## src/rtl/core/ncr_pkg.sv

```systemverilog
`timescale 1ns / 1ps
// ----------------------------------------------------------------------------
// ncr_pkg
// Shared types and constants for the numeric character reference decoder.
// ----------------------------------------------------------------------------
package ncr_pkg;

	localparam int VALUE_WIDTH_DEF = 31;
	localparam int CMD_DEPTH       = 2;

	typedef enum logic [2:0] {
		MODE_IDLE,
		MODE_AMP,
		MODE_HASH,
		MODE_DEC,
		MODE_HEX
	} scan_mode_t;

	typedef enum logic [1:0] {
		REF_NONE,
		REF_UTF8,
		REF_KEEP_DEC,
		REF_KEEP_HEX
	} ref_form_t;

	typedef enum logic [0:0] {
		CFG_KEEP_BUILTIN = 1'b0,
		CFG_ESCAPE_AMP   = 1'b1
	} cfg_reg_t;

	localparam logic [7:0] CH_AMP  = 8'h26;
	localparam logic [7:0] CH_HASH = 8'h23;
	localparam logic [7:0] CH_SEMI = 8'h3B;
	localparam logic [7:0] CH_X    = 8'h78;

	localparam logic [2:0] AMP_LEN_PLAIN = 3'd1;
	localparam logic [2:0] AMP_LEN_ESC   = 3'd5;
	localparam logic [2:0] KEEP_DEC_LEN  = 3'd5;
	localparam logic [2:0] KEEP_HEX_LEN  = 3'd6;

	typedef struct packed {
		logic keep_builtin;
		logic escape_amp;
	} cfg_t;

	// one expansion job: '&' prefix, then reference bytes, then a literal byte
	typedef struct packed {
		logic [2:0] amp_len;
		ref_form_t  ref_form;
		logic [2:0] ref_len;
		logic       has_plain;
		logic [7:0] plain_byte;
	} cmd_t;

endpackage

```

## src/rtl/core/numeric_char_reference_to_utf8_core.sv

```systemverilog
`timescale 1ns / 1ps
// ----------------------------------------------------------------------------
// numeric_char_reference_to_utf8_core
// Streaming decoder of decimal and hex character references into UTF-8.
// ----------------------------------------------------------------------------
// Takes one text byte per cycle and emits one output byte per cycle while
// neither the job queue is full nor the output stalled. A beat that
// produces n output bytes (n from 0 to 7) keeps the single output register
// busy until all n are out, so unstalled plain text runs at one beat per
// cycle. The scanner feeds a two-entry job queue; input stalls only while
// that queue is full. Bytes pass the job queue, then the output register.
// ----------------------------------------------------------------------------
module numeric_char_reference_to_utf8_core import ncr_pkg::*; #(
	parameter int VALUE_WIDTH = VALUE_WIDTH_DEF
) (
	input  logic       clk,
	input  logic       arst_n,
	input  logic       cfg_valid,
	output logic       cfg_ready,
	input  logic [0:0] cfg_index,
	input  logic       cfg_data,
	input  logic       in_valid,
	output logic       in_stall,
	input  logic [7:0] text_byte,
	input  logic       end_of_text,
	output logic       out_valid,
	input  logic       out_stall,
	output logic [7:0] out_byte,
	output logic       last
);

	localparam int JOB_W = $bits(cmd_t) + VALUE_WIDTH;

	cfg_t                   cfg_q;
	logic                   fifo_full, push, pop, head_valid;
	cmd_t                   push_cmd, head_cmd;
	logic [VALUE_WIDTH-1:0] push_value, head_value;
	logic [JOB_W-1:0]       head_job;

	assign cfg_ready = 1'b1;

	always_ff @(posedge clk or negedge arst_n) begin
		if (!arst_n) begin
			cfg_q <= '0;
		end else if (cfg_valid && cfg_ready) begin
			unique case (cfg_reg_t'(cfg_index))
				CFG_KEEP_BUILTIN: cfg_q.keep_builtin <= cfg_data;
				CFG_ESCAPE_AMP:   cfg_q.escape_amp   <= cfg_data;
				default:          cfg_q              <= cfg_q;
			endcase
		end
	end

	ncr_front #(
		.VALUE_WIDTH(VALUE_WIDTH)
	) u_front (
		.clk        (clk),
		.arst_n     (arst_n),
		.cfg        (cfg_q),
		.in_valid   (in_valid),
		.in_stall   (in_stall),
		.text_byte  (text_byte),
		.end_of_text(end_of_text),
		.fifo_full  (fifo_full),
		.push       (push),
		.push_cmd   (push_cmd),
		.push_value (push_value)
	);

	ncr_cmd_fifo #(
		.WIDTH(JOB_W)
	) u_fifo (
		.clk       (clk),
		.arst_n    (arst_n),
		.push      (push),
		.wr_data   ({push_cmd, push_value}),
		.pop       (pop),
		.full      (fifo_full),
		.head_valid(head_valid),
		.rd_data   (head_job)
	);

	assign {head_cmd, head_value} = head_job;

	ncr_back #(
		.VALUE_WIDTH(VALUE_WIDTH)
	) u_back (
		.clk       (clk),
		.arst_n    (arst_n),
		.head_valid(head_valid),
		.head_cmd  (head_cmd),
		.head_value(head_value),
		.pop       (pop),
		.out_valid (out_valid),
		.out_stall (out_stall),
		.out_byte  (out_byte),
		.last      (last)
	);

endmodule

```

## src/rtl/core/ncr_front.sv

```systemverilog
`timescale 1ns / 1ps
// ----------------------------------------------------------------------------
// ncr_front
// Scanner: tracks reference state, accumulates the value and issues one
// expansion job for every input beat that produces output.
// ----------------------------------------------------------------------------
module ncr_front import ncr_pkg::*; #(
	parameter int VALUE_WIDTH = VALUE_WIDTH_DEF
) (
	input  logic                   clk,
	input  logic                   arst_n,
	input  cfg_t                   cfg,
	input  logic                   in_valid,
	output logic                   in_stall,
	input  logic [7:0]             text_byte,
	input  logic                   end_of_text,
	input  logic                   fifo_full,
	output logic                   push,
	output cmd_t                   push_cmd,
	output logic [VALUE_WIDTH-1:0] push_value
);

	localparam int EXT_W = VALUE_WIDTH + 4;
	localparam logic [EXT_W-1:0] LIMIT = {4'b0, {VALUE_WIDTH{1'b1}}};

	scan_mode_t             mode_q, mode_d;
	logic [VALUE_WIDTH-1:0] val_q, val_d;
	logic                   accept;
	logic                   is_dec, is_hex, is_x, is_semi, is_amp;
	logic [3:0]             hex_nib;
	logic [VALUE_WIDTH-1:0] ev;
	logic [EXT_W-1:0]       ev_ext, dec_sum, hex_sum;
	logic [VALUE_WIDTH-1:0] dec_acc, hex_acc;
	scan_mode_t             plain_mode;
	logic                   emit_amp, emit_ref, emit_plain;
	logic [31:0]            rv32;
	logic                   is_builtin;

	assign in_stall = fifo_full;
	assign accept   = in_valid && !fifo_full;

	assign is_dec  = (text_byte >= 8'h30) && (text_byte <= 8'h39);
	assign is_hex  = is_dec || ((text_byte >= 8'h61) && (text_byte <= 8'h66)) ||
	                 ((text_byte >= 8'h41) && (text_byte <= 8'h46));
	assign is_x    = (text_byte == CH_X);
	assign is_semi = (text_byte == CH_SEMI);
	assign is_amp  = (text_byte == CH_AMP);
	assign hex_nib = is_dec ? text_byte[3:0] : text_byte[3:0] + 4'd9;

	// value still zero right after "&#"
	assign ev      = (mode_q == MODE_HASH) ? '0 : val_q;
	assign ev_ext  = EXT_W'(ev);
	assign dec_sum = (ev_ext << 3) + (ev_ext << 1) + EXT_W'(text_byte[3:0]);
	assign hex_sum = (ev_ext << 4) + EXT_W'(hex_nib);
	assign dec_acc = (dec_sum > LIMIT) ? '1 : dec_sum[VALUE_WIDTH-1:0];
	assign hex_acc = (hex_sum > LIMIT) ? '1 : hex_sum[VALUE_WIDTH-1:0];

	assign plain_mode = is_amp ? MODE_AMP : MODE_IDLE;

	// next state
	always_comb begin
		mode_d = mode_q;
		val_d  = val_q;
		if (end_of_text) begin
			mode_d = MODE_IDLE;
			val_d  = '0;
		end else begin
			unique case (mode_q)
				MODE_AMP: begin
					mode_d = (text_byte == CH_HASH) ? MODE_HASH : plain_mode;
				end
				MODE_HASH: begin
					if (is_x) begin
						mode_d = MODE_HEX;
						val_d  = '0;
					end else if (is_dec) begin
						mode_d = MODE_DEC;
						val_d  = dec_acc;
					end else begin
						mode_d = plain_mode;
						val_d  = '0;
					end
				end
				MODE_DEC: begin
					if (is_dec) begin
						val_d = dec_acc;
					end else begin
						mode_d = plain_mode;
						val_d  = '0;
					end
				end
				MODE_HEX: begin
					if (is_hex) begin
						val_d = hex_acc;
					end else begin
						mode_d = plain_mode;
						val_d  = '0;
					end
				end
				default: begin
					mode_d = plain_mode;
				end
			endcase
		end
	end

	// outputs
	always_comb begin
		emit_amp   = 1'b0;
		emit_ref   = 1'b0;
		emit_plain = 1'b0;
		if (end_of_text) begin
			unique case (mode_q)
				MODE_AMP:                      emit_amp = 1'b1;
				MODE_HASH, MODE_DEC, MODE_HEX: emit_ref = 1'b1;
				default:                       emit_ref = 1'b0;
			endcase
		end else begin
			unique case (mode_q)
				MODE_AMP: begin
					emit_amp   = (text_byte != CH_HASH);
					emit_plain = (text_byte != CH_HASH) && !is_amp;
				end
				MODE_HASH: begin
					emit_ref   = !is_x && !is_dec;
					emit_plain = !is_x && !is_dec && !is_semi && !is_amp;
				end
				MODE_DEC: begin
					emit_ref   = !is_dec;
					emit_plain = !is_dec && !is_semi && !is_amp;
				end
				MODE_HEX: begin
					emit_ref   = !is_hex;
					emit_plain = !is_hex && !is_semi && !is_amp;
				end
				default: begin
					emit_plain = !is_amp;
				end
			endcase
		end
	end

	assign rv32       = 32'(ev);
	assign is_builtin = cfg.keep_builtin &&
	                    (rv32 == 32'd34 || rv32 == 32'd38 || rv32 == 32'd60 || rv32 == 32'd62);

	always_comb begin
		push_cmd            = '0;
		push_cmd.ref_form   = REF_NONE;
		push_cmd.amp_len    = emit_amp ? (cfg.escape_amp ? AMP_LEN_ESC : AMP_LEN_PLAIN) : 3'd0;
		push_cmd.has_plain  = emit_plain;
		push_cmd.plain_byte = text_byte;
		if (emit_ref) begin
			if (is_builtin) begin
				push_cmd.ref_form = (mode_q == MODE_HEX) ? REF_KEEP_HEX : REF_KEEP_DEC;
				push_cmd.ref_len  = (mode_q == MODE_HEX) ? KEEP_HEX_LEN : KEEP_DEC_LEN;
			end else begin
				push_cmd.ref_form = REF_UTF8;
				priority if (rv32 <= 32'h7F)      push_cmd.ref_len = 3'd1;
				else if (rv32 <= 32'h7FF)         push_cmd.ref_len = 3'd2;
				else if (rv32 <= 32'hFFFF)        push_cmd.ref_len = 3'd3;
				else if (rv32 <= 32'h1FFFFF)      push_cmd.ref_len = 3'd4;
				else if (rv32 <= 32'h3FFFFFF)     push_cmd.ref_len = 3'd5;
				else                              push_cmd.ref_len = 3'd6;
			end
		end
	end

	assign push_value = ev;
	assign push       = accept && (emit_amp || emit_ref || emit_plain);

	always_ff @(posedge clk or negedge arst_n) begin
		if (!arst_n) begin
			mode_q <= MODE_IDLE;
			val_q  <= '0;
		end else if (accept) begin
			mode_q <= mode_d;
			val_q  <= val_d;
		end
	end

endmodule

```

## src/rtl/core/ncr_cmd_fifo.sv

```systemverilog
`timescale 1ns / 1ps
// ----------------------------------------------------------------------------
// ncr_cmd_fifo
// Short job queue between scanner and expander.
// ----------------------------------------------------------------------------
module ncr_cmd_fifo import ncr_pkg::*; #(
	parameter int WIDTH = 8
) (
	input  logic             clk,
	input  logic             arst_n,
	input  logic             push,
	input  logic [WIDTH-1:0] wr_data,
	input  logic             pop,
	output logic             full,
	output logic             head_valid,
	output logic [WIDTH-1:0] rd_data
);

	localparam int PTR_W = $clog2(CMD_DEPTH);
	localparam int CNT_W = $clog2(CMD_DEPTH + 1);

	logic [WIDTH-1:0] mem_q [CMD_DEPTH];
	logic [PTR_W-1:0] wr_ptr_q, rd_ptr_q;
	logic [CNT_W-1:0] count_q;

	assign full       = (count_q == CNT_W'(CMD_DEPTH));
	assign head_valid = (count_q != '0);
	assign rd_data    = mem_q[rd_ptr_q];

	always_ff @(posedge clk) begin
		if (push) begin
			mem_q[wr_ptr_q] <= wr_data;
		end
	end

	always_ff @(posedge clk or negedge arst_n) begin
		if (!arst_n) begin
			wr_ptr_q <= '0;
			rd_ptr_q <= '0;
			count_q  <= '0;
		end else begin
			if (push) begin
				wr_ptr_q <= (wr_ptr_q == PTR_W'(CMD_DEPTH - 1)) ? '0 : wr_ptr_q + 1'b1;
			end
			if (pop) begin
				rd_ptr_q <= (rd_ptr_q == PTR_W'(CMD_DEPTH - 1)) ? '0 : rd_ptr_q + 1'b1;
			end
			if (push && !pop) begin
				count_q <= count_q + 1'b1;
			end else if (pop && !push) begin
				count_q <= count_q - 1'b1;
			end
		end
	end

endmodule

```

## src/rtl/core/ncr_back.sv

```systemverilog
`timescale 1ns / 1ps
// ----------------------------------------------------------------------------
// ncr_back
// Expander: walks the head job one output byte per cycle, unless the output
// stalls, into a registered output stage.
// ----------------------------------------------------------------------------
module ncr_back import ncr_pkg::*; #(
	parameter int VALUE_WIDTH = VALUE_WIDTH_DEF
) (
	input  logic                   clk,
	input  logic                   arst_n,
	input  logic                   head_valid,
	input  cmd_t                   head_cmd,
	input  logic [VALUE_WIDTH-1:0] head_value,
	output logic                   pop,
	output logic                   out_valid,
	input  logic                   out_stall,
	output logic [7:0]             out_byte,
	output logic                   last
);

	logic [2:0]  pos_q;
	logic        out_valid_q;
	logic [7:0]  out_byte_q;
	logic        last_q;
	logic        load, final_c;
	logic [3:0]  total, amp_end;
	logic [2:0]  ref_idx, shift_idx;
	logic [39:0] v_ext;
	logic [7:0]  slice, lead, amp_char, ref_char, byte_c;
	logic [15:0] keep_dec, keep_hex;

	assign total   = 4'(head_cmd.amp_len) + 4'(head_cmd.ref_len) + 4'(head_cmd.has_plain);
	assign amp_end = 4'(head_cmd.amp_len);
	assign final_c = (4'(pos_q) + 4'd1 == total);
	assign load    = head_valid && (!out_valid_q || !out_stall);
	assign pop     = load && final_c;

	assign ref_idx   = pos_q - head_cmd.amp_len;
	assign shift_idx = head_cmd.ref_len - 3'd1 - ref_idx;
	assign v_ext     = 40'(head_value);

	always_comb begin
		unique case (shift_idx)
			3'd0:    slice = v_ext[7:0];
			3'd1:    slice = v_ext[13:6];
			3'd2:    slice = v_ext[19:12];
			3'd3:    slice = v_ext[25:18];
			3'd4:    slice = v_ext[31:24];
			3'd5:    slice = v_ext[37:30];
			default: slice = 8'h00;
		endcase
	end

	always_comb begin
		unique case (head_cmd.ref_len)
			3'd1:    lead = slice;
			3'd2:    lead = 8'hC0 | slice;
			3'd3:    lead = 8'hE0 | slice;
			3'd4:    lead = 8'hF0 | slice;
			3'd5:    lead = 8'hF8 | slice;
			default: lead = 8'hFC | slice;
		endcase
	end

	// digit pairs for the four kept references
	always_comb begin
		unique case (head_value[7:0])
			8'd34:   begin keep_dec = 16'h3334; keep_hex = 16'h3232; end
			8'd38:   begin keep_dec = 16'h3338; keep_hex = 16'h3236; end
			8'd60:   begin keep_dec = 16'h3630; keep_hex = 16'h3363; end
			8'd62:   begin keep_dec = 16'h3632; keep_hex = 16'h3365; end
			default: begin keep_dec = 16'h0000; keep_hex = 16'h0000; end
		endcase
	end

	always_comb begin
		unique case (pos_q)
			3'd0:    amp_char = 8'h26;
			3'd1:    amp_char = 8'h61;
			3'd2:    amp_char = 8'h6D;
			3'd3:    amp_char = 8'h70;
			default: amp_char = 8'h3B;
		endcase
	end

	always_comb begin
		unique case (head_cmd.ref_form)
			REF_KEEP_DEC: begin
				unique case (ref_idx)
					3'd0:    ref_char = 8'h26;
					3'd1:    ref_char = 8'h23;
					3'd2:    ref_char = keep_dec[15:8];
					3'd3:    ref_char = keep_dec[7:0];
					default: ref_char = 8'h3B;
				endcase
			end
			REF_KEEP_HEX: begin
				unique case (ref_idx)
					3'd0:    ref_char = 8'h26;
					3'd1:    ref_char = 8'h23;
					3'd2:    ref_char = 8'h78;
					3'd3:    ref_char = keep_hex[15:8];
					3'd4:    ref_char = keep_hex[7:0];
					default: ref_char = 8'h3B;
				endcase
			end
			REF_UTF8: begin
				ref_char = (ref_idx == 3'd0) ? lead : (8'h80 | {2'b00, slice[5:0]});
			end
			default: begin
				ref_char = 8'h00;
			end
		endcase
	end

	always_comb begin
		priority if (4'(pos_q) < amp_end)                             byte_c = amp_char;
		else if (4'(pos_q) < amp_end + 4'(head_cmd.ref_len))          byte_c = ref_char;
		else                                                          byte_c = head_cmd.plain_byte;
	end

	always_ff @(posedge clk or negedge arst_n) begin
		if (!arst_n) begin
			pos_q       <= '0;
			out_valid_q <= 1'b0;
		end else if (load) begin
			pos_q       <= final_c ? 3'd0 : pos_q + 3'd1;
			out_valid_q <= 1'b1;
		end else if (!out_stall) begin
			out_valid_q <= 1'b0;
		end
	end

	always_ff @(posedge clk) begin
		if (load) begin
			out_byte_q <= byte_c;
			last_q     <= final_c;
		end
	end

	assign out_valid = out_valid_q;
	assign out_byte  = out_byte_q;
	assign last      = last_q;

endmodule

```

## config.mk

```make
export PLATFORM = sky130hd
export DESIGN_NAME = numeric_char_reference_to_utf8_core
export DESIGN_NICKNAME = d
export VERILOG_FILES = /design/src/rtl/core/ncr_pkg.sv /design/src/rtl/core/numeric_char_reference_to_utf8_core.sv /design/src/rtl/core/ncr_front.sv /design/src/rtl/core/ncr_cmd_fifo.sv /design/src/rtl/core/ncr_back.sv
export SDC_FILE = /design/constraint.sdc
export NUM_CORES = 1
export LEC_CHECK = 0
export ABC_AREA = 1
export CAP_MARGIN = 20
export CORE_MARGIN = 1.5
export CORE_UTILIZATION = 60
export CTS_CLUSTER_DIAMETER = 200
export CTS_CLUSTER_SIZE = 8
export DETAILED_ROUTE_END_ITERATION = 7
export DONT_BUFFER_PORTS = 1
export GPL_TIMING_DRIVEN = 1
export PLACE_DENSITY_LB_ADDON = 0.2
export SLEW_MARGIN = 20
export SYNTH_ARGS = -nofsm -noshare
export SYNTH_HDL_FRONTEND = slang
export SYNTH_SLANG_ARGS = --single-unit
```

## constraint.sdc

```tcl
create_clock -name clk -period 4.36 [get_ports clk]
set_clock_uncertainty 0.1 [all_clocks]
set_input_delay 0.218 -clock clk [delete_from_list [all_inputs] [get_ports clk]]
set_output_delay 0.218 -clock clk [all_outputs]
set_load 0.03 [all_outputs]
```

# == Yosys cells after proc, flatten, opt, wreduce, memory -nomap -nowiden ==
# Memories as Yosys holds them, arrays and structs flattened.
# Index checks and enable logic that the tools add are counted.
# word_totals
regBits,53
in_bits,16
wordCells,188
memories,1
out_inout_bits,12
ramBits,96
# memory_table
name,depth,word_bits,rd,rd_clocked_by_memory_dff,wr,line,rtl
u_fifo.mem_q,2,48,1,0,1,ncr_cmd_fifo.sv:22,logic [WIDTH-1:0] mem_q [CMD_DEPTH];
# classes
addsub,15
n_reduce_logical,47
n_eq_ne,42
n_bitwise,1
muxes,56
n_lt_le_gt_ge,15
# op_table
operator,n
31-bit two-way mux,7
31-bit by 6-bit equality test with 1-bit output (second input constant),4
14-bit one-hot mux with 4 select lines,2
31-bit one-hot mux with 3 select lines,1
8-bit one-hot mux with 5 select lines,2
35-bit by 4-bit adder with 35-bit output,2
35-bit by 31-bit greater-than comparator with 1-bit output (second input constant),2
8-bit by 6-bit equality test with 1-bit output (second input constant),7
8-bit one-hot mux with 6 select lines,1
3-bit two-way mux,13
34-bit by 32-bit adder with 35-bit output,1
8-bit one-hot mux with 4 select lines,1
31-bit by 11-bit <= comparator with 1-bit output (second input constant),1
31-bit by 16-bit <= comparator with 1-bit output (second input constant),1
31-bit by 21-bit <= comparator with 1-bit output (second input constant),1
31-bit by 26-bit <= comparator with 1-bit output (second input constant),1
31-bit by 7-bit <= comparator with 1-bit output (second input constant),1
3-bit by 2-bit equality test with 1-bit output (second input constant),10
7-bit one-hot mux with 4 select lines,1
8-bit two-way mux,3
8-bit one-hot mux with 3 select lines,1
3-bit equality test (second input constant),6
1-bit logical AND,18
8-bit by 7-bit >= comparator with 1-bit output (second input constant),2
39 further kinds,87

# == Depth between registers and ports, before layout ==
# Gate-level depths: netlist of run 1.
# logic_depth
word_depth,15
mapped_depth,26
depth_no_buf,25

# == Modules after synthesis ==
# Synthesis of run 1 repeated with hierarchy kept, for this count alone.
# hier_totals
hier_cells,1551
area_unflattened_um2,11775.0
# modules_own_cells
mod,seq_area_each_um2,n_inst,area_per_inst_um2,cells_each
ncr_front,850.8,1,5866.9,1014
ncr_cmd_fifo,2982.9,1,3716.1,174
ncr_back,370.4,1,2094.5,350
numeric_char_reference_to_utf8_core,50.0,1,97.6,13

# == Worst setup path after synthesis of run 1 ==
# No wires, ideal clock.
# synth_path
path_kind,register -> register
startpoint,register u_front.mode_q[2]
endpoint,"memory u_fifo.mem_q[1][0] (netlist bit), enable pin"
arrival_ns,3.472
stages_incl_launch_ff,9
required_time_ns,3.807
setup_ns,0.453
period_less_slack_ns,4.025
setup_slack_ns,0.335
n_path_buf,0
cell_sequence,dfrtp_1 > inv_2 > nor3_1 > inv_1 > o21ai_1 > o21ai_2 > nand3_1 > nand2_1 > nor2_1
# synth_between
elab_chain_cells,9
elab_cells_between_ends,18
classes_between,eq/ne (4); mux (10); reduce/logical (4)
# synth_rtl
item,line,rtl
from (decl),ncr_front.sv:26,"scan_mode_t mode_q, mode_d;"
from (signal assigned),ncr_front.sv:177,mode_q <= mode_d;
3-bit by 2-bit equality test with 1-bit output or 3-bit equality test (tied branches),"ncr_front.sv:113, ncr_front.sv:119",
3-bit OR reduction,ncr_front.sv:113,unique case (mode_q)
1-bit two-way mux,ncr_front.sv:113,
1-bit two-way mux,ncr_front.sv:112,if (end_of_text) begin
1-bit logical OR,ncr_front.sv:170,assign push = accept && (emit_amp || emit_ref || emit_plain);
1-bit logical OR (*),ncr_front.sv:170,
1-bit logical AND (*),ncr_front.sv:170,
1-bit two-way mux (*),ncr_cmd_fifo.sv:31,if (push) begin
1-bit two-way mux (implied by the code) (*),ncr_cmd_fifo.sv:32,mem_q[wr_ptr_q] <= wr_data;
to (decl),ncr_cmd_fifo.sv:22,
# Mark *: on every way between the ends. The rest lies on a longest branch, timed or not.

# == Final worst setup path of run 1 ==
# layout_path
startpoint,register u_front.mode_q[2]
endpoint,register u_front.val_q[8]
# layout_between
elab_chain_cells,10
elab_cells_between_ends,18
classes_between,add/sub (3); order compare (2); eq/ne (3); mux (8); reduce/logical (2)
# layout_rtl
item,line,rtl
3-bit by 2-bit equality test with 1-bit output (*),ncr_front.sv:51,assign ev = (mode_q == MODE_HASH) ? '0 : val_q;
31-bit two-way mux (*),ncr_front.sv:51,
net push_value[1],numeric_char_reference_to_utf8_core.sv:37,"logic [VALUE_WIDTH-1:0] push_value, head_value;"
34-bit by 32-bit adder with 35-bit output,ncr_front.sv:53,assign dec_sum = (ev_ext << 3) + (ev_ext << 1) + EXT_W'(text_byte[3:0]);
35-bit by 4-bit adder with 35-bit output,ncr_front.sv:53,
35-bit by 31-bit greater-than comparator with 1-bit output,ncr_front.sv:55,assign dec_acc = (dec_sum > LIMIT) ? '1 : dec_sum[VALUE_WIDTH-1:0];
31-bit two-way mux,ncr_front.sv:55,
31-bit two-way mux,"ncr_front.sv:76, ncr_front.sv:85",
31-bit two-way mux,ncr_front.sv:73,if (is_x) begin
31-bit one-hot mux with 3 select lines (*),ncr_front.sv:68,unique case (mode_q)
31-bit two-way mux (*),ncr_front.sv:64,if (end_of_text) begin
to (signal assigned),ncr_front.sv:178,val_q <= val_d;
to (decl),ncr_front.sv:27,"logic [VALUE_WIDTH-1:0] val_q, val_d;"
# The timed path passes the listed nets; every way through them passes the cells marked *.
# A chain may end at the register's enable or synchronous reset.

==> results.cfg, run 1 <==
[outcome]
status = complete, no violations

[cells_and_area]
multi_input_area_sq_um = 5770
drive_gt1_share_pct = 6.33
final_util_pct = 66.4
syn2layout_area_growth_pct = 8.95
seqCellArea_sq_um = 4190
layoutNonFillerInstCount = 1745
insertedDiodeCount = 0
num-nets-final = 1603
nFillCells = 1525

[synth]
synthFlopType = edfxtp_1
synth_edf_count = 103
syn-cell-area_sq_um = 10900
yosysUniqueCellTypes = 53
synth_area_leaders = edfxtp_1, nand2_1, dfrtp_1, ha_1, inv_1
syn_nets = 1585
ys_ff_latch = 147
synth_top_area_share_pct = 28.4
async_flop_share_pct = 29.9
netlist_instances = 1485
syn_area_per_cell_sq_um = 7.33
ys_warn_count = 0
ys_seq_area_share_pct = 38.6
yosys.area.top_type = edfxtp_1

[global_routing]
grt_pass1_vias = 8874
grtUsageTotal_pct = 30.7
overflow = 0
grt_antenna_before_repair = 0
grt_max_degree = 45
grt_pass1_wl_microns = 44600

[sta]
maxSlewHeadroom_pct = 44.9
slew_viol_final = 0
fin_crit_sh_pct = 91.0
hold_viol = 0
worstMarginPinSlew_ns = 0.826
fmax_ghz = 0.252
finalSetupViolations = 0
layout_setup_ws_ns = 0.392
tns_ns = 0
min_period_ns = 3.97
rsz0062_at_grt = false

[placed_design]
gp_congestion = 0.983
post-place-ws_ns = 0.412
dp.cells = 1697
dp_hpwl_microns = 21400
io_buffers = 0

[power_and_ir_drop]
p_leak_nw = 6.15
p_sw_share_pct = 45.8
power_per_cell_area_nw_per_um2 = 538
p_seq_share_pct = 30.6
comb_power_share_pct = 47.6
clock_power_share_pct = 21.8
intPower_mw = 3.46
ir_worst_vdd_mv = 0.584
p_sw_mw = 2.92
total_power_mw = 6.38

[critical_path]
cpMostUsedCell = nand2_1
cpLargestDelayFamily = simple AND/OR/NAND/NOR gates
worstPathArrival_ns = 4.13
critPathBufInv = 4
max_stage_delay_ns = 0.44
crit_path_end_kind = flip-flop
cp_cell_sequence = nor3_4 -> buf_4 -> nor2_1 -> ha_1 -> ha_1 -> inv_1 -> fa_1 -> inv_1 -> nand2_1 -> nand3_2 -> nand2_1 -> nand2_1 -> nand2_1 -> nand3_1 -> nand2_1 -> nor2_4 -> buf_4 -> nand3_1 -> nand2_1 -> nand2_1 -> nand2_1 -> o21ai_0
crit_required_ns = 4.53
start_kind = flip-flop
cp_max_fo = 25
criticalPathCategory = reg -> reg
crit_slowest_cell = dfrtp_1

[route]
firstDrtPassIters = 6
drt-wirelength-per-cell_microns = 16.2
wl_microns = 28200
vias = 9629
drc_errors = 0
drt_iter0_markers = 834
ant_nets = 0
vias_per_cell = 5.52

[floorplanning]
chipHeight_microns = 138
core_sq_um = 17800
chipWidth_microns = 138
die-area_sq_um = 18900
pin_count = 28
rows = 49
initial_core_util_pct = 61.0

[cts]
clockRootBuffer = clkbuf_16
clock-sinks = 147
clock_path_buffers = 2
clkLatencyLatePin_ns = 0.42
numCtsBuffers = 17
cts_tree = yes
post_cts_buffers = 0
htreeDepth = 4
clkTransAtPathRegs_ns = 0.07

[flow_run]
cap_viol_max_count = 0

[min_path]
hold_path.class = in -> reg
## final cells by class
| cell class | count | area share [%] |
|---|---|---|
| tap | 229 | 2.42 |
| timing repair buffer | 33 | 2.58 |
| clock inverter | 14 | 1.15 |
| clock buffer | 18 | 3.62 |
| inverter | 195 | 6.19 |
| sequential | 147 | 35.4 |
| multi-input combinational | 1109 | 48.7 |
## final timing paths
path / cells past startpoint / start / to / slack (ns)
setup / recovery: 22 / u_front.mode_q[2] / u_front.val_q[8] / 0.39
hold / removal: 6 / text_byte[1] / u_front.val_q[1] / 0.05
setup reg to reg: 22 / u_front.mode_q[2] / u_front.val_q[8] / 0.39
hold reg to reg: 2 / u_front.val_q[22] / u_front.val_q[22] / 0.38
max in group asynchronous: 2 / arst_n / u_front.val_q[27] / 3.70
min in group asynchronous: 2 / arst_n / u_back.pos_q[1] / 0.19
## worst register-to-register path, cell delays in order (launching register included)
cell and delay [ns]:
dfrtp_1 0.44, nor3_4 0.19, buf_4 0.31, nor2_1 0.22
ha_1 0.33, ha_1 0.20, inv_1 0.07, fa_1 0.42
inv_1 0.08, nand2_1 0.06, nand3_2 0.09, nand2_1 0.07
nand2_1 0.19, nand2_1 0.11, nand3_1 0.09, nand2_1 0.08
nor2_4 0.10, buf_4 0.24, nand3_1 0.13, nand2_1 0.09
nand2_1 0.05, nand2_1 0.05, o21ai_0 0.09
## per-stage QoR
step	hold slack (ns)	instance area (sq um)
after global routing	0.0851	11900
after detailed placement	-0.177	11100
after global placement	-0.177	11100
after CTS	0.0343	11900
after floorplan	-0.178	10900
final	0.0502	11900
## cell usage in the layout (no fill, tap or decap), types with 20 or more instances in the layout
cell type | synthesis | routed
edfxtp_1 | 103 | 103
ha_1 | 82 | 82
dfrtp_1 | 44 | 44
o21ai_0 | 82 | 81
nand2_1 | 520 | 520
a21oi_1 | 57 | 57
inv_1 | 183 | 183
xnor2_1 | 20 | 20
nor2_1 | 126 | 124
nand3_1 | 83 | 83
## what timing repair did
action,CTS,global route
endpoints found under the setup margin,0,1
hold endpoints to repair,67,0
resized for setup,0,1
hold buffers,16,0
## state kept, by name (all words and copies together) (netlist names)
name and cells:
cfg_q 2, u_back.last 1, u_back.out_byte 8, u_back.out_valid 1, u_back.pos_q 3, u_fifo.count_q 2
u_fifo.mem_q 94, u_fifo.rd_ptr_q 1, u_fifo.wr_ptr_q 1, u_front.mode_q 3, u_front.val_q 31
## routing by layer
layer | GRT usage, % | vias up | wire length (microns)
met5 | 0 | - | 0
met4 | 8.60 | 0 | 547
met3 | 5.89 | 47 | 1870
met2 | 49.9 | 320 | 13400
met1 | 41.9 | 4418 | 12300
li1 | - | 4844 | -
## power by group through the flow
stage	Combinational (mW)	Sequential (mW)	Clock (mW)
floorplan	2.27	1.96	0
global placement	2.90	1.97	0
detailed placement	2.95	1.98	0
CTS	3.00	1.95	1.40
global route	3.40	1.98	1.46
finish	3.04	1.95	1.39
## kinds of logic (layout without fill, tap and decap cells)
logic type | count (synthesis) | after routing | share of synthesized area (%)
buffers and inverters | 229 | 260 | 8.57
and+or+nand+nor | 796 | 796 | 30.3
xor gates and xnor gates | 37 | 37 | 2.98
AOI/OAI and AO/OA | 190 | 190 | 9.65
other | 1 | 1 | 0.0345
muxes | 1 | 1 | 0.0920
DFF | 147 | 147 | 38.6
adders and majority gates | 84 | 84 | 9.80
## cell usage after synthesis (14+ instances only)
cell and number:
nand2_1 520, inv_1 183, nor2_1 126, edfxtp_1 103
nand3_1 83, ha_1 82, o21ai_0 82, a21oi_1 57
dfrtp_1 44, xnor2_1 20, xor2_1 17, nor3_1 16
clkbuf_1 15, o21ai_1 14
(Power assumes the default switching activity.)
==> run 2: changes to the inputs <==
--- a/config.mk
+++ b/config.mk
@@ -14,7 +14,7 @@
 export DETAILED_ROUTE_END_ITERATION = 7
 export DONT_BUFFER_PORTS = 1
 export GPL_TIMING_DRIVEN = 1
-export PLACE_DENSITY_LB_ADDON = 0.2
+export PLACE_DENSITY = 0.76
 export SLEW_MARGIN = 20
 export SYNTH_ARGS = -nofsm -noshare
 export SYNTH_HDL_FRONTEND = slang
==> run 2 against run 1 <==
Flip-flop and latch count is the same. Count of clock-buffer cells in the layout is 3 higher. Setup slack improved by 0.096 ns. First-iteration DRC count increased by 29%. Via count up 1.6%. Routed wire length grew 1.4%. Sequential share of layout area about the same. Final cell count fell by 0.23%. Die area did not move. Non-clock buffer count fell by 4. Critical path type unchanged.
==> results.cfg, run 2 (synthesized netlist as in run 1, its figures left out) <==
[critical_path]
criticalPathCategory = reg -> reg
r2r-start = u_front.mode_q[1]
start_kind = flip-flop
cp_max_fo = 25
reg2reg_depth = 21
cp-startpoint = u_front.mode_q[1]
crit_required_ns = 4.53
worstSetupEndpoint = u_front.val_q[13]
regToRegSetupSlack_ns = 0.49
r2r-end = u_front.val_q[13]
worstPathArrival_ns = 4.04
crit_path_end_kind = flip-flop

[cts]
htreeDepth = 4
clockRootBuffer = clkbuf_16
clkTransAtPathRegs_ns = 0.07
clock_path_buffers = 2
cts_tree = yes
cts.repair.resized = 0
clock-sinks = 147
numCtsBuffers = 17
clkLatencyLatePin_ns = 0.42
post_cts_buffers = 0

[global_routing]
overflow = 0
grt_pass1_vias = 9019
grtUsageTotal_pct = 31.2
grt_antenna_before_repair = 0
grt_max_degree = 45
grt_pass1_wl_microns = 45600

[placed_design]
gp_congestion = 0.949
io_buffers = 0
place_area_sq_um = 11100
dp_hpwl_microns = 21200

[sta]
hold_viol = 0
rsz0062_at_grt = false
fin_crit_sh_pct = 88.8
slew_viol_final = 0
fmax_ghz = 0.258
tns_ns = 0
worstMarginPinSlew_ns = 0.743
min_period_ns = 3.87
finalSetupViolations = 0
maxSlewHeadroom_pct = 50.4

[power_and_ir_drop]
intPower_mw = 3.56
total_power_mw = 6.44
power_per_cell_area_nw_per_um2 = 543
p_seq_share_pct = 30.3
comb_power_share_pct = 47.4
p_sw_share_pct = 44.8
p_sw_mw = 2.89
ir_worst_vdd_mv = 0.520
p_leak_nw = 6.14
clock_power_share_pct = 22.3

[cells_and_area]
final_cell_area_sq_um = 11900
drive_gt1_share_pct = 6.02
insertedDiodeCount = 0
syn2layout_area_growth_pct = 9.09
regMostFlops = u_fifo.mem_q
final_common_cell = nand2_1
largest_reg_flops = 94
num-nets-final = 1599
final_cell_mix = nand2_1, inv_1, nor2_1

[outcome]
status = complete, no violations

[min_path]
hold_path.class = in -> reg

[flow_run]
cap_viol_max_count = 0

[route]
drt_iter0_markers = 1080
drc_errors = 0
drt-wirelength-per-cell_microns = 16.4
vias_per_cell = 5.62
wl_microns = 28600
firstDrtPassIters = 5
vias = 9783
ant_nets = 0

[floorplanning]
die-area_sq_um = 18900
core_sq_um = 17800
rows = 49
chipWidth_microns = 138
initial_core_util_pct = 61.0
pin_count = 28
chipHeight_microns = 138
[run 2: changes by cell type in the layout (fill, tap and decap cells not counted), moves of 2 or more]
cell and delta:
inv_8 -3, clkbuf_8 +3, buf_12 +2, buf_4 -6
[run 2: worst max-delay path, stage by stage (launching register included)]
cell and delay (ns):
dfrtp_1 0.41, inv_2 0.10, nor3_4 0.04, buf_4 0.23, nor2_1 0.49, ha_1 0.35, ha_1 0.35, a21oi_1 0.25
nor2_1 0.07, nor2_1 0.09, nand2_1 0.12, nand2_1 0.09, nand2_1 0.11, nand2_1 0.08, nand2_1 0.09, nor2_4 0.13
buf_4 0.23, nand3_1 0.11, nand2_1 0.07, nand2_1 0.05, nand2_1 0.06, o21ai_0 0.10
[run 2: timing repair]
item / 4_1_cts / 5_1_grt
hold endpoints to repair: 67 / 0
endpoints found under the setup margin: 0 / 0
hold buffers: 16 / 0
[run 2: worst min-delay path by stage]
stage                            start                 to  slack, ns  cells after the start
after floorplan                 arst_n           cfg_q[0]      -0.18                      0
after global placement          arst_n  u_front.val_q[25]      -0.18                      0
after detailed placement        arst_n  u_front.val_q[25]      -0.18                      0
after CTS                 text_byte[0]   u_front.val_q[0]       0.02                      5
after global routing      text_byte[0]   u_front.val_q[0]       0.06                      5
final                     text_byte[0]   u_front.val_q[0]       0.03                      5
[run 2: area by class of cell]
type                       instances  area (sq um)
fill                            1528          5970
multi-input combinational       1109          5770
sequential                       147          4190
inverter                         195           733
clock buffer                      21           470
timing repair buffer              29           300
tap                              229           287
clock inverter                    11           115
[run 2: per-stage QoR]
step	std cells	hold WS (ns)	util, %	worst slack [ns]
6_report	1741	0.0335	66.5	0.487
5_1_grt	1741	0.0577	66.5	0.141
4_1_cts	1741	0.0211	66.5	0.496
3_5_place_dp	1693	-0.177	62.2	0.484
3_3_place_gp	1693	-0.176	62.2	0.566
2_1_floorplan	1485	-0.178	-	0.335
[run 2: per-layer routing]
| layer | GRT usage, % | routed length (microns) |
|---|---|---|
| met5 | 0 | 0 |
| met4 | 9.88 | 608 |
| met3 | 5.59 | 1940 |
| met2 | 50.8 | 13600 |
| met1 | 42.2 | 12400 |
[run 2: power groups by stage]
| stage | sequential, mW | clock, mW | combinational, mW |
|---|---|---|---|
| 2_1_floorplan | 1.96 | 0 | 2.27 |
| 3_3_place_gp | 1.97 | 0 | 2.93 |
| 3_5_place_dp | 1.98 | 0 | 2.96 |
| 4_1_cts | 1.95 | 1.44 | 3.00 |
| 5_1_grt | 1.98 | 1.50 | 3.44 |
| 6_report | 1.95 | 1.44 | 3.05 |
